File: config.mk
export PLATFORM = sky130hd
export DESIGN_NAME = versioned_slot_allocator
export DESIGN_NICKNAME = d
export VERILOG_FILES = /design/src/rtl/vsa_pkg.sv /design/src/rtl/vsa_ver_ram.sv /design/src/rtl/versioned_slot_allocator.sv
export VERILOG_INCLUDE_DIRS = /design/src /design/src/rtl
export SDC_FILE = /design/constraint.sdc
export NUM_CORES = 2
export LEC_CHECK = 0
export ABC_CLOCK_PERIOD_IN_PS = 7500
export BUFFER_PORTS_ARGS = -buffer_cell sky130_fd_sc_hd__buf_2
export CAP_MARGIN = 30
export CORE_MARGIN = 1.5
export CORE_UTILIZATION = 45
export CTS_BUF_LIST = sky130_fd_sc_hd__clkbuf_16
export DETAILED_ROUTE_END_ITERATION = 10
export SYNTH_ARGS = -nofsm -noshare
export SYNTH_HDL_FRONTEND = slang
export SYNTH_SLANG_ARGS = --single-unit
File: constraint.sdc
create_clock -name i_clk -period 7.5 [get_ports i_clk]
set_input_delay 0.75 -clock i_clk [delete_from_list [all_inputs] [get_ports i_clk]]
set_output_delay 0.75 -clock i_clk [all_outputs]
set_load 0.005 [all_outputs]
File: src/rtl/assert_macros.svh
`ifndef ASSERT_MACROS_SVH
`define ASSERT_MACROS_SVH

// invariant checked at every clock edge outside reset
`define VSA_ASSERT(lbl, prop, msg) \
    lbl: assert property (@(posedge i_clk) disable iff (!i_rst_n) (prop)) else $error(msg);

// same-cycle implication
`define VSA_ASSERT_IMPL(lbl, ante, cons, msg) \
    lbl: assert property (@(posedge i_clk) disable iff (!i_rst_n) (ante) |-> (cons)) \
        else $error(msg);

// next-cycle implication
`define VSA_ASSERT_NEXT(lbl, ante, cons, msg) \
    lbl: assert property (@(posedge i_clk) disable iff (!i_rst_n) (ante) |=> (cons)) \
        else $error(msg);

`endif

File: src/rtl/vsa_pkg.sv
package vsa_pkg;

    localparam int SLOTS_DEF   = 64;
    localparam int OP_W        = 3;
    localparam int SLOT_W      = 6;
    localparam int VER_W       = 16;
    localparam int POOL_W      = 16;
    localparam int LIVE_W      = 7;
    localparam int ST_W        = 2;
    localparam int IN_TDATA_W  = 24;
    localparam int OUT_TDATA_W = 48;
    localparam int APB_AW      = 3;
    localparam int APB_DW      = 32;

    localparam logic REG_POOL_ID = 1'b0;

    typedef enum logic [OP_W-1:0] {
        OP_ALLOC       = 3'd0,
        OP_RELEASE     = 3'd1,
        OP_QUERY       = 3'd2,
        OP_MARK        = 3'd3,
        OP_MARK_ALL    = 3'd4,
        OP_REL_MARKED  = 3'd5,
        OP_REL_ALL     = 3'd6
    } t_op;

    typedef enum logic [ST_W-1:0] {
        ST_OK    = 2'd0,
        ST_FULL  = 2'd1,
        ST_STALE = 2'd2,
        ST_NONE  = 2'd3
    } t_status;

    typedef struct packed {
        t_status            status;
        logic               handle;
        logic [SLOT_W-1:0]  slot;
        logic [VER_W-1:0]   ver;
        logic               live;
        logic               last;
    } t_res;

    function automatic t_res mk_res(t_status st, logic hnd, logic [SLOT_W-1:0] slot,
                                    logic [VER_W-1:0] ver, logic live, logic last);
        t_res r;
        r.status = st;
        r.handle = hnd;
        r.slot   = hnd ? slot : '0;
        r.ver    = hnd ? ver : '0;
        r.live   = live;
        r.last   = last;
        return r;
    endfunction

endpackage

File: src/rtl/vsa_ver_ram.sv
module vsa_ver_ram
    import vsa_pkg::*;
#(
    parameter int DEPTH = SLOTS_DEF,
    parameter int AW    = $clog2(SLOTS_DEF)
) (
    input  logic             i_clk,
    input  logic             i_we,
    input  logic [AW-1:0]    i_waddr,
    input  logic [VER_W-1:0] i_wdata,
    input  logic [AW-1:0]    i_raddr,
    output logic [VER_W-1:0] o_rdata
);

    logic [VER_W-1:0] r_mem [DEPTH];
    logic [VER_W-1:0] r_rdata;

    always_ff @(posedge i_clk) begin
        if (i_we) begin
            r_mem[i_waddr] <= i_wdata;
        end
        r_rdata <= r_mem[i_raddr];
    end

    assign o_rdata = r_rdata;

endmodule

File: src/rtl/versioned_slot_allocator.sv
// Versioned slot allocator: a pool of SLOTS slots handed out as handles
// (pool id, slot, version). Requests arrive on the s-side stream, one beat
// each (opcode in tuser); results leave on the m-side stream, status in
// tuser, tlast on the final beat of each request's run. pool_id is set
// through the APB port; writing it only while the block is idle is a rule
// for the user, which the block itself does not enforce. Every request is
// served by one sequencer that walks slots one at a time against a simple
// dual-port version RAM (one write port, one read port) with registered
// read (read, then on release write back the incremented version). Mark,
// mark all, full allocate and bad requests answer without a RAM read;
// release and query read the handle's slot; allocate scans to the lowest
// free slot and reads its version; release marked and release all scan the
// slots in order, freeing each marked (for release all: occupied) slot.
// s_tready is high only while the sequencer is idle. Results go through
// a one-beat output register; a stalled receiver stalls the sequencer,
// nothing is dropped. Reset empties the pool, clears all marks, zeroes
// every version (through per-slot valid bits) and pool_id, and empties
// the output register. No clearing pass is needed.
module versioned_slot_allocator
    import vsa_pkg::*;
#(
    parameter int SLOTS = SLOTS_DEF
) (
    input  logic                   i_clk,
    input  logic                   i_rst_n,
    input  logic                   i_s_tvalid,
    output logic                   o_s_tready,
    input  logic [IN_TDATA_W-1:0]  i_s_tdata,   // slot_index[5:0], handle_version[21:6]
    input  logic [OP_W-1:0]        i_s_tuser,   // opcode[2:0]
    output logic                   o_m_tvalid,
    input  logic                   i_m_tready,
    output logic [OUT_TDATA_W-1:0] o_m_tdata,   // out_pool[15:0], out_slot[21:16],
                                                // out_version[37:22], is_live[38],
                                                // live_count[45:39]
    output logic [ST_W-1:0]        o_m_tuser,   // status[1:0]
    output logic                   o_m_tlast,
    input  logic                   psel,
    input  logic                   penable,
    input  logic                   pwrite,
    input  logic [APB_AW-1:0]      paddr,
    input  logic [APB_DW-1:0]      pwdata,
    output logic [APB_DW-1:0]      prdata,
    output logic                   pready
);

    localparam int IW = $clog2(SLOTS);
    localparam int CW = $clog2(SLOTS + 1);
    localparam logic [IW-1:0] LAST_IDX = IW'(SLOTS - 1);

    typedef enum logic [3:0] {
        S_IDLE, S_ALLOC_SCAN, S_ALLOC_RD, S_HND_RD,
        S_REL_SCAN, S_REL_RD, S_ALL_SCAN, S_ALL_RD, S_SEND
    } t_state;

    t_state              r_state, n_state, r_after, n_after;
    t_op                 r_op, n_op;
    logic [VER_W-1:0]    r_ver, n_ver;
    logic [IW-1:0]       r_idx, n_idx;
    logic [SLOTS-1:0]    r_occ, n_occ, r_dm, n_dm, r_vv, n_vv;
    logic [CW-1:0]       r_count, n_count;
    logic                r_any, n_any;
    t_res                r_res, n_res;
    logic                r_rd_vld;
    logic [POOL_W-1:0]   r_pool;
    logic                r_m_valid, n_m_valid;
    logic [OUT_TDATA_W-1:0] r_m_tdata, n_m_tdata;
    logic [ST_W-1:0]     r_m_tuser, n_m_tuser;
    logic                r_m_tlast, n_m_tlast;

    logic [SLOT_W-1:0]   in_slot;
    logic [IW-1:0]       in_idx;
    logic                in_rng;
    logic [IW-1:0]       raddr;
    logic                we;
    logic [VER_W-1:0]    rd_data, ver_rd, wdata;
    logic                can_load, live, more;
    logic [SLOTS-1:0]    above;
    logic                cfg_wr;

    assign in_slot = i_s_tdata[SLOT_W-1:0];
    assign in_idx  = in_slot[IW-1:0];
    assign in_rng  = {1'b0, in_slot} < (SLOT_W + 1)'(SLOTS);
    assign ver_rd  = r_rd_vld ? rd_data : '0;
    assign wdata   = ver_rd + VER_W'(1);
    assign can_load = !r_m_valid || i_m_tready;
    assign live    = r_occ[r_idx] && (ver_rd == r_ver);
    assign above   = ({SLOTS{1'b1}} << r_idx) << 1;
    assign more    = |(r_dm & r_occ & above);

    vsa_ver_ram #(
        .DEPTH (SLOTS),
        .AW    (IW)
    ) u_ver_ram (
        .i_clk   (i_clk),
        .i_we    (we),
        .i_waddr (r_idx),
        .i_wdata (wdata),
        .i_raddr (raddr),
        .o_rdata (rd_data)
    );

    always_comb begin
        n_state   = r_state;
        n_after   = r_after;
        n_op      = r_op;
        n_ver     = r_ver;
        n_idx     = r_idx;
        n_occ     = r_occ;
        n_dm      = r_dm;
        n_vv      = r_vv;
        n_count   = r_count;
        n_any     = r_any;
        n_res     = r_res;
        raddr     = r_idx;
        we        = 1'b0;

        unique case (r_state)
            S_IDLE: begin
                raddr = in_idx;
                if (i_s_tvalid) begin
                    n_op    = t_op'(i_s_tuser);
                    n_ver   = i_s_tdata[SLOT_W +: VER_W];
                    n_idx   = in_idx;
                    n_any   = 1'b0;
                    n_after = S_IDLE;
                    n_state = S_SEND;
                    n_res   = mk_res(ST_STALE, 1'b0, '0, '0, 1'b0, 1'b1);
                    case (t_op'(i_s_tuser))
                        OP_ALLOC: begin
                            if (r_count == CW'(SLOTS)) begin
                                n_res = mk_res(ST_FULL, 1'b0, '0, '0, 1'b0, 1'b1);
                            end else begin
                                n_idx   = '0;
                                n_state = S_ALLOC_SCAN;
                            end
                        end
                        OP_RELEASE, OP_QUERY: begin
                            if (in_rng) begin
                                n_state = S_HND_RD;
                            end
                        end
                        OP_MARK: begin
                            if (in_rng && r_occ[in_idx]) begin
                                n_dm[in_idx] = 1'b1;
                                n_res = mk_res(ST_OK, 1'b0, '0, '0, 1'b0, 1'b1);
                            end
                        end
                        OP_MARK_ALL: begin
                            n_dm  = r_dm | r_occ;
                            n_res = mk_res(ST_OK, 1'b0, '0, '0, 1'b0, 1'b1);
                        end
                        OP_REL_MARKED: begin
                            n_idx   = '0;
                            n_state = S_REL_SCAN;
                        end
                        OP_REL_ALL: begin
                            n_idx   = '0;
                            n_any   = (r_count != '0);
                            n_state = S_ALL_SCAN;
                        end
                        default: ;
                    endcase
                end
            end
            S_ALLOC_SCAN: begin
                if (!r_occ[r_idx]) begin
                    n_state = S_ALLOC_RD;
                end else begin
                    n_idx = r_idx + IW'(1);
                end
            end
            S_ALLOC_RD: begin
                n_occ[r_idx] = 1'b1;
                n_dm[r_idx]  = 1'b0;
                n_count      = r_count + CW'(1);
                n_res   = mk_res(ST_OK, 1'b1, SLOT_W'(r_idx), ver_rd, 1'b0, 1'b1);
                n_after = S_IDLE;
                n_state = S_SEND;
            end
            S_HND_RD: begin
                n_after = S_IDLE;
                n_state = S_SEND;
                if (r_op == OP_QUERY) begin
                    n_res = mk_res(live ? ST_OK : ST_STALE, 1'b0, '0, '0, live, 1'b1);
                end else if (live) begin
                    we           = 1'b1;
                    n_vv[r_idx]  = 1'b1;
                    n_occ[r_idx] = 1'b0;
                    n_dm[r_idx]  = 1'b0;
                    n_count      = r_count - CW'(1);
                    n_res = mk_res(ST_OK, 1'b1, SLOT_W'(r_idx), ver_rd, 1'b0, 1'b1);
                end else begin
                    n_res = mk_res(ST_STALE, 1'b0, '0, '0, 1'b0, 1'b1);
                end
            end
            S_REL_SCAN: begin
                if (r_dm[r_idx] && r_occ[r_idx]) begin
                    n_state = S_REL_RD;
                end else if (r_idx == LAST_IDX) begin
                    n_dm    = '0;
                    n_res   = mk_res(ST_NONE, 1'b0, '0, '0, 1'b0, 1'b1);
                    n_after = S_IDLE;
                    n_state = S_SEND;
                end else begin
                    n_idx = r_idx + IW'(1);
                end
            end
            S_REL_RD: begin
                we           = 1'b1;
                n_vv[r_idx]  = 1'b1;
                n_occ[r_idx] = 1'b0;
                n_dm[r_idx]  = 1'b0;
                n_count      = r_count - CW'(1);
                n_res   = mk_res(ST_OK, 1'b1, SLOT_W'(r_idx), ver_rd, 1'b0, !more);
                n_state = S_SEND;
                if (more) begin
                    n_idx   = r_idx + IW'(1);
                    n_after = S_REL_SCAN;
                end else begin
                    n_dm    = '0;
                    n_after = S_IDLE;
                end
            end
            S_ALL_SCAN: begin
                if (r_occ[r_idx]) begin
                    n_state = S_ALL_RD;
                end else if (r_idx == LAST_IDX) begin
                    n_dm    = '0;
                    n_res   = mk_res(r_any ? ST_OK : ST_NONE, 1'b0, '0, '0, 1'b0, 1'b1);
                    n_after = S_IDLE;
                    n_state = S_SEND;
                end else begin
                    n_idx = r_idx + IW'(1);
                end
            end
            S_ALL_RD: begin
                we           = 1'b1;
                n_vv[r_idx]  = 1'b1;
                n_occ[r_idx] = 1'b0;
                n_dm[r_idx]  = 1'b0;
                n_count      = r_count - CW'(1);
                if (r_idx == LAST_IDX) begin
                    n_dm    = '0;
                    n_res   = mk_res(r_any ? ST_OK : ST_NONE, 1'b0, '0, '0, 1'b0, 1'b1);
                    n_after = S_IDLE;
                    n_state = S_SEND;
                end else begin
                    n_idx   = r_idx + IW'(1);
                    n_state = S_ALL_SCAN;
                end
            end
            S_SEND: begin
                if (can_load) begin
                    n_state = r_after;
                end
            end
            default: n_state = S_IDLE;
        endcase
    end

    always_comb begin
        n_m_valid = r_m_valid && !i_m_tready;
        n_m_tdata = r_m_tdata;
        n_m_tuser = r_m_tuser;
        n_m_tlast = r_m_tlast;
        if (r_state == S_SEND && can_load) begin
            n_m_valid = 1'b1;
            n_m_tdata = {2'b00, LIVE_W'(r_count), r_res.live, r_res.ver, r_res.slot,
                         r_res.handle ? r_pool : POOL_W'(0)};
            n_m_tuser = r_res.status;
            n_m_tlast = r_res.last;
        end
    end

    always_ff @(posedge i_clk) begin
        r_op      <= n_op;
        r_ver     <= n_ver;
        r_idx     <= n_idx;
        r_any     <= n_any;
        r_res     <= n_res;
        r_after   <= n_after;
        r_m_tdata <= n_m_tdata;
        r_m_tuser <= n_m_tuser;
        r_m_tlast <= n_m_tlast;
        r_rd_vld  <= r_vv[raddr];
        if (!i_rst_n) begin
            r_state   <= S_IDLE;
            r_occ     <= '0;
            r_dm      <= '0;
            r_vv      <= '0;
            r_count   <= '0;
            r_m_valid <= 1'b0;
            r_pool    <= '0;
        end else begin
            r_state   <= n_state;
            r_occ     <= n_occ;
            r_dm      <= n_dm;
            r_vv      <= n_vv;
            r_count   <= n_count;
            r_m_valid <= n_m_valid;
            if (cfg_wr) begin
                r_pool <= pwdata[POOL_W-1:0];
            end
        end
    end

    assign cfg_wr = psel && penable && pwrite && (paddr[2] == REG_POOL_ID);
    assign pready = 1'b1;
    assign prdata = (paddr[2] == REG_POOL_ID) ? APB_DW'(r_pool) : '0;

    assign o_s_tready = (r_state == S_IDLE);
    assign o_m_tvalid = r_m_valid;
    assign o_m_tdata  = r_m_tdata;
    assign o_m_tuser  = r_m_tuser;
    assign o_m_tlast  = r_m_tlast;

`include "assert_macros.svh"

    `VSA_ASSERT(a_count_matches, $countones(r_occ) == int'(r_count), "live count mismatch")
    `VSA_ASSERT(a_marks_on_live, (r_dm & ~r_occ) == '0, "mark on a free slot")
    `VSA_ASSERT_IMPL(a_alloc_room, r_state == S_ALLOC_SCAN, r_count < CW'(SLOTS), "scan on full")
    `VSA_ASSERT_NEXT(a_busy_after_accept, i_s_tvalid && o_s_tready, !o_s_tready, "not busy")

endmodule

======== Yosys cells after proc, flatten, opt, wreduce, memory -nomap -nowiden ========
Memory sizes are Yosys's and may differ from the RTL's. A register that Yosys moved wholly into a read port is not among the register bits.
Cells that the tools add are included.
storage, ports and cells
  register bits after elaboration ......... 327
  bits in latches ......................... 0
  RAM bits ................................ 1,024
  memory bits (read-only) ................. 0
  bits of input ports ..................... 69
  output and inout port bits .............. 86
  logic and storage cells ................. 188
  memories ................................ 1
memory list
  name             depth  width  rd ports  clocked after Yosys merged registers in  wr ports  RTL line           source
  u_ver_ram.r_mem  64     16     1         1                                        1         vsa_ver_ram.sv:15  logic [VER_W-1:0] r_mem [DEPTH];
operators by class
  $add $sub $neg .......................... 4
  $mul .................................... 0
  divide/modulo/power cells ............... 0
  $lt $le $gt $ge ......................... 5
  equality and inequality tests ........... 30
  shift operators ......................... 1
  multiplexer cells ....................... 79
  bitwise gates (word level) .............. 10
  reduce and logical (&&, ||, !) cells .... 35
operator list
  kind                                                                           number
  64-bit 2-to-1 mux                                                              13
  64-bit one-hot mux with 7 select lines                                         1
  64-bit bitwise AND                                                             4
  64-bit bitwise OR                                                              4
  64-bit one-hot mux with 2 select lines                                         2
  27-bit 2-to-1 mux                                                              9
  64-bit one-hot mux with 3 select lines                                         1
  27-bit one-hot mux with 7 select lines                                         1
  27-bit one-hot mux with 3 select lines                                         1
  64-bit inverter                                                                1
  64-bit OR reduction                                                            1
  64-bit by 6-bit left shift with 63-bit output (first input constant)           1
  4-bit 2-to-1 mux                                                               12
  6-bit 2-to-1 mux                                                               8
  6-bit one-hot mux with 6 select lines                                          1
  16-bit 2-to-1 mux                                                              2
  4-bit one-hot mux with 7 select lines                                          1
  1-bit binary-select mux with 6-bit select                                      4
  4-bit one-hot mux with 6 select lines                                          1
  6-bit by 7-bit less-than comparator with 1-bit output (second input constant)  3
  7-bit one-hot mux with 3 select lines                                          1
  2-bit inequality test (second input constant)                                  10
  16-bit by 1-bit adder with 16-bit output (second input constant)               1
  16-bit == test                                                                 1
  other kinds (41)                                                               80

======== Logic depth before layout (Yosys ltp) ========
  depth in word-level cells ............... 9
  mapped depth ............................ 14

======== Modules after synthesis ========
Synthesis repeated with hierarchy kept, for this count alone.
unflattened totals
  cells, all modules ...................... 3,842
  area total of the unflattened synthesis .. 58,120.7 µm²
by module, submodules not included
  module                    times used  cells each  area an instance (µm²)  seq. area each (µm²)
  vsa_ver_ram               1           1,820       39,978.3                31,069.8
  versioned_slot_allocator  1           2,022       18,142.4                7,517.2

======== Least setup slack after synthesis ========
No wires, ideal clock.
  path type ............................... reg2reg
  from .................................... reg r_rd_vld
  to ...................................... mem u_ver_ram.r_mem[0][14], data pin
  arrival ................................. 5,008 ps
  data required time ...................... 6,776 ps
  setup slack ............................. 1,769 ps
  stages on the path, launching flop included .. 11
  buffers on the path ..................... 2
  clock period less this slack ............ 5,731 ps
  path through ............................ dfxtp_1 buf_4 buf_2 nand2_1 inv_1 ha_1 nand4_1 nor2_1 nand2_1 or3_1 a21boi_0
between the ends
  cells in the longest elaborated chain, start to end .. 2
RTL lines
  element                                   RTL line                         source
  start: declaration                        versioned_slot_allocator.sv:63   logic r_rd_vld;
  start signal: assignment                  versioned_slot_allocator.sv:285  r_rd_vld <= r_vv[raddr];
  16-bit 2-to-1 mux                         versioned_slot_allocator.sv:83   assign ver_rd = r_rd_vld ? rd_data : '0;
  16-bit by 1-bit adder with 16-bit output  versioned_slot_allocator.sv:84   assign wdata = ver_rd + VER_W'(1);
  net u_ver_ram.i_wdata[14]                 vsa_ver_ram.sv:10                input logic [VER_W-1:0] i_wdata,
  end: declaration                          vsa_ver_ram.sv:15
The timed path passes the listed nets, and every way through them passes these cells.

======== Worst setup path in the final report ========
  from .................................... reg r_state[0]
  to ...................................... reg u_ver_ram.r_rdata[12] (netlist: u_ver_ram.o_rdata[12]) (read register of u_ver_ram.r_mem)
between the ends
  cells in the longest elaborated chain, start to end .. 2
RTL lines
  element                   RTL line                         source
  start: declaration        versioned_slot_allocator.sv:55   t_state r_state, n_state, r_after, n_after;
  start signal: assignment  versioned_slot_allocator.sv:295  r_state <= n_state;
  4-bit logical NOT         versioned_slot_allocator.sv:117  unique case (r_state)
  6-bit 2-to-1 mux          versioned_slot_allocator.sv:117
  end: declaration          vsa_ver_ram.sv:16                logic [VER_W-1:0] r_rdata;
Every way passes these cells.
A chain may end at the register's enable or synchronous reset.

==> results.cfg <==
[global_routing]
number_of_global_route_vias_before_repair = 39300
first_pass_grt_wire_length_mm = 265
gr-total-overflow = 0
grt_antenna_before_repair = 1
combined_global_route_utilization_of_all_metal_layers_pct = 26.2
grt_start_max_net_pins = 146

[clock_tree]
postCtsHoldBufs = 0
insertion_delay_ns = 0.78
clk_pin_slew_worst_paths_ns = 0.06
ctsHtreeMaxLevel = 4
cts_setup_buffers = 0
cts-resized-gates = 0
cts_inserted_buffers = 147
clockBufferDepth = 3
tritoncts_num_sinks = 1364
root_buffer = sky130_fd_sc_hd__clkbuf_16
tritoncts = yes

[finish]
instances_no_fill = 6834
finish.net_count = 5037
layout-area-overhead-vs-synth_pct = 12.8
antenna-diode-count = 0
final_layout_size_suffix_gt1_share_pct = 13.0

[critical_path]
timing_worst_setup_path_type = flip-flop to flip-flop
r2r_slack_ns = 2.16
timing.critical_path.depth = 10
setup.worst_path.start_class = flip-flop
cpLargestDelayFamily = multiplexers
number_of_buffers_and_inverters_on_the_critical_path = 2
worst-r2r-cell-count = 10
regToRegStartpoint = r_state[0]
arrival_ns = 5.96
critical_path.cell_chain = or4_1 -> inv_1 -> mux2i_4 -> buf_12 -> mux2i_1 -> mux2i_1 -> mux2i_1 -> mux2i_1 -> a32oi_1 -> nand3b_1
critical_path_maximum_fanout = 116
worst_path_max_stage_delay_ns = 0.95
crit_path_top_delay_cell = sky130_fd_sc_hd__or4_1
critical_path_required_ns = 8.12
rr_endpoint = u_ver_ram.o_rdata[12]
worst_setup_path_end_kind = flip-flop
crit_top_cell = sky130_fd_sc_hd__mux2i_1

[timing]
slew_headroom_pct = 27.1
timing_worst_slew_pin_value_ns = 1.09
clock.fmax_mhz = 187
clock_period_minus_worst_slack_ns = 5.34
finalSetupTns_ns = 0
setup_ws_ns = 2.16
rsz0062_at_grt = false
setup_viol_count_final = 0
hold_viol = 0
post-route-period-util_pct = 71.2
slew_violations = 0
finalClockSkew_ns = 0.0337

[detailed_routing]
vias = 41900
avgRoutedWirePerCell_um = 26.4
remaining_drc_errors = 0
route.detailed.vias_per_inst = 6.13
drt-pass1-iter-count = 6
first_iter_violations = 5056
antenna_left = 0
route.final.wire_length_mm = 180

[yosys]
yosysTopAreaCellShare_pct = 56.7
largest_family_of_logic_cells_by_synthesized_area = simple AND/OR/NAND/NOR gates
yosys_register_bits = 1364
postSynthAreaPerCell_sq_um = 12.1
yosys_warnings = 0
yosysSeqAreaShare_pct = 64.7
cell_taking_the_most_area_after_synthesis = sky130_fd_sc_hd__edfxtp_1
ys.flop_type = sky130_fd_sc_hd__edfxtp_1
yosys.area_share.adder_pct = 0.302
synth-edff-count = 1127
synth_area_leaders = sky130_fd_sc_hd__edfxtp_1, sky130_fd_sc_hd__dfxtp_1, sky130_fd_sc_hd__nand2_1, sky130_fd_sc_hd__mux2i_1, sky130_fd_sc_hd__nand3_1
synthDistinctLibCells = 84
synth_commonest_cells = sky130_fd_sc_hd__edfxtp_1, sky130_fd_sc_hd__nand2_1, sky130_fd_sc_hd__nand3_1, sky130_fd_sc_hd__mux2i_1, sky130_fd_sc_hd__dfxtp_1
syn_area_sq_mm = 0.0596
synth-compound-area-share_pct = 10.6
syn-instance-count = 4909
yosys-mux-area-fraction_pct = 5.67
synthSimpleGateAreaFrac_pct = 15.0
synth-async-reset-ratio_pct = 0
synthMostInstantiatedCell = sky130_fd_sc_hd__edfxtp_1
synth_xor_xnor_area_share_pct = 0.426

[pwr]
power.share.combinational_pct = 27.3
vdd.ir_drop.worst_mv = 0.215
p_int_w = 0.0142
power_density_mw_per_mm2 = 324
leakagePower_nw = 23.7
switching_fraction_of_total_power_pct = 34.7
p_clk_share_pct = 31.0
p_switching_w = 0.00758
share_seq_of_total_power_pct = 41.7

[floorplanning]
initial_cell_density_of_the_core_pct = 45.4
floorplan.core_area_sq_mm = 0.131
boundaryPins = 155
fp.dieH_um = 367
floorplan.die_area_sq_mm = 0.135
width_of_the_chip_um = 367
row_count = 133

[worst_hold_path]
min_delay_path_depth = 1
timing.hold.worst_endpoint = r_ver[15]
hold_path.class = input port to flip-flop
worst_hold_path_startpoint = i_s_tdata[21]

[placement]
place_congestion = 0.966
post-place-ws_ns = 2.37
port_buffers = 115
numPlacedInstances = 6559
place_hpwl_mm = 102

[status]
outcome = complete, no violations

[run]
timing.max_cap.violations = 0
-- power by group through the flow --
stage                     clock [W]  sequential (W)  combinational, W
after floorplan                   0         0.00912           0.00375
after global placement            0         0.00924           0.00583
after detailed placement          0         0.00925           0.00588
after CTS                   0.00687         0.00909           0.00590
after global routing        0.00717         0.00910           0.00633
final                       0.00677         0.00909           0.00596
-- cell families (layout without fill, tap and decap cells) --
| logic type | after synthesis | in the layout |
|---|---|---|
| compound gates | 812 | 812 |
| xor+xnor | 29 | 29 |
| fa+ha+maj | 14 | 14 |
| buf+inv | 423 | 576 |
| flops | 1364 | 1364 |
| mux | 307 | 307 |
| other cells | 2 | 19 |
| simple gates | 1958 | 1958 |
-- placed cells by master (no fill, tap or decap), types with 14 or more instances in the layout --
cell / count
sky130_fd_sc_hd__dfxtp_1: 236
sky130_fd_sc_hd__nor2_1: 132
sky130_fd_sc_hd__mux4_2: 23
sky130_fd_sc_hd__inv_1: 59
sky130_fd_sc_hd__and2_1: 34
sky130_fd_sc_hd__buf_12: 14
sky130_fd_sc_hd__nor4_2: 18
sky130_fd_sc_hd__o22ai_1: 21
sky130_fd_sc_hd__o21ai_0: 58
sky130_fd_sc_hd__a311oi_1: 124
sky130_fd_sc_hd__a211o_1: 20
sky130_fd_sc_hd__conb_1: 19
sky130_fd_sc_hd__o211ai_1: 102
sky130_fd_sc_hd__a31oi_1: 75
sky130_fd_sc_hd__nor2b_1: 35
sky130_fd_sc_hd__o21a_1: 74
sky130_fd_sc_hd__o221a_2: 25
sky130_fd_sc_hd__mux2i_1: 276
sky130_fd_sc_hd__a221o_1: 65
sky130_fd_sc_hd__nand3b_1: 30
sky130_fd_sc_hd__edfxtp_1: 1127
sky130_fd_sc_hd__clkinv_2: 23
sky130_fd_sc_hd__nand3_1: 286
sky130_fd_sc_hd__a311o_1: 34
sky130_fd_sc_hd__clkinv_1: 37
sky130_fd_sc_hd__a21oi_1: 61
sky130_fd_sc_hd__buf_2: 115
sky130_fd_sc_hd__nand4_1: 72
sky130_fd_sc_hd__nor3_1: 67
sky130_fd_sc_hd__clkbuf_16: 149
sky130_fd_sc_hd__a221oi_1: 22
sky130_fd_sc_hd__nand2_1: 1041
sky130_fd_sc_hd__buf_4: 146
sky130_fd_sc_hd__a211oi_1: 48
sky130_fd_sc_hd__nor3_2: 43
sky130_fd_sc_hd__and3_1: 130
sky130_fd_sc_hd__a32oi_1: 25
-- metal layers --
layer,GRT usage [%],share of wire [%]
met5,0,0
met4,10.2,3.8
met3,4.68,8.6
met1,37.4,43
met2,39.8,45
-- worst max-delay path by stage --
| stage | start | endpoint | slack [ns] |
|---|---|---|---|
| finish | r_state[0] | u_ver_ram.o_rdata[12] | 2.16 |
| global placement | i_s_tdata[0] | r_dm[23] | 2.02 |
| CTS | r_state[0] | u_ver_ram.o_rdata[14] | 2.34 |
| floorplan | r_rd_vld | u_ver_ram.r_mem[0][14] | 1.77 |
| detailed placement | r_state[0] | u_ver_ram.o_rdata[11] | 2.37 |
| global route | r_state[0] | u_ver_ram.o_rdata[14] | 2.17 |
-- cell type report --
class	count	area, sq um
clock inverters	124	788
clock buffers	149	3730
inverters	21	78.8
repair buffers	282	2040
multi-input cells	3139	19900
well taps	1755	2200
flip-flops and latches	1364	38600
fillers	11400	64200
-- state kept, by name, indices dropped and copies added, names as in the netlist, 7 cells and up, named ones only --
| register | cells |
|---|---|
| u_ver_ram.r_mem | 1024 |
| r_dm | 64 |
| r_vv | 64 |
| o_m_tdata | 46 |
| r_res | 27 |
| r_pool | 16 |
| r_ver | 16 |
| u_ver_ram.o_rdata | 16 |
| r_count | 7 |
-- worst register-to-register path, delay by kind of cell, from the launching register on --
family / cells / cell delay [ns]
multiplexers: 5 / 1.63
AO/OA/AOI/OAI: 1 / 0.67
AND/OR/NAND/NOR: 2 / 1.10
buffers and inverters: 2 / 1.30
flip-flops: 1 / 0.49
-- per-stage QoR --
stage / power, W / utilization (%) / instance area [sq um] / hold WS, ns
floorplan: 0.0129 / - / 59700 / 0.400
global placement: 0.0151 / 47.7 / 62700 / 0.403
detailed placement: 0.0151 / 47.7 / 62700 / 0.405
CTS: 0.0219 / 51.2 / 67200 / 0.123
global route: 0.0226 / 51.2 / 67300 / 0.140
finish: 0.0218 / 51.2 / 67300 / 0.166
(Power assumes the default switching activity.)
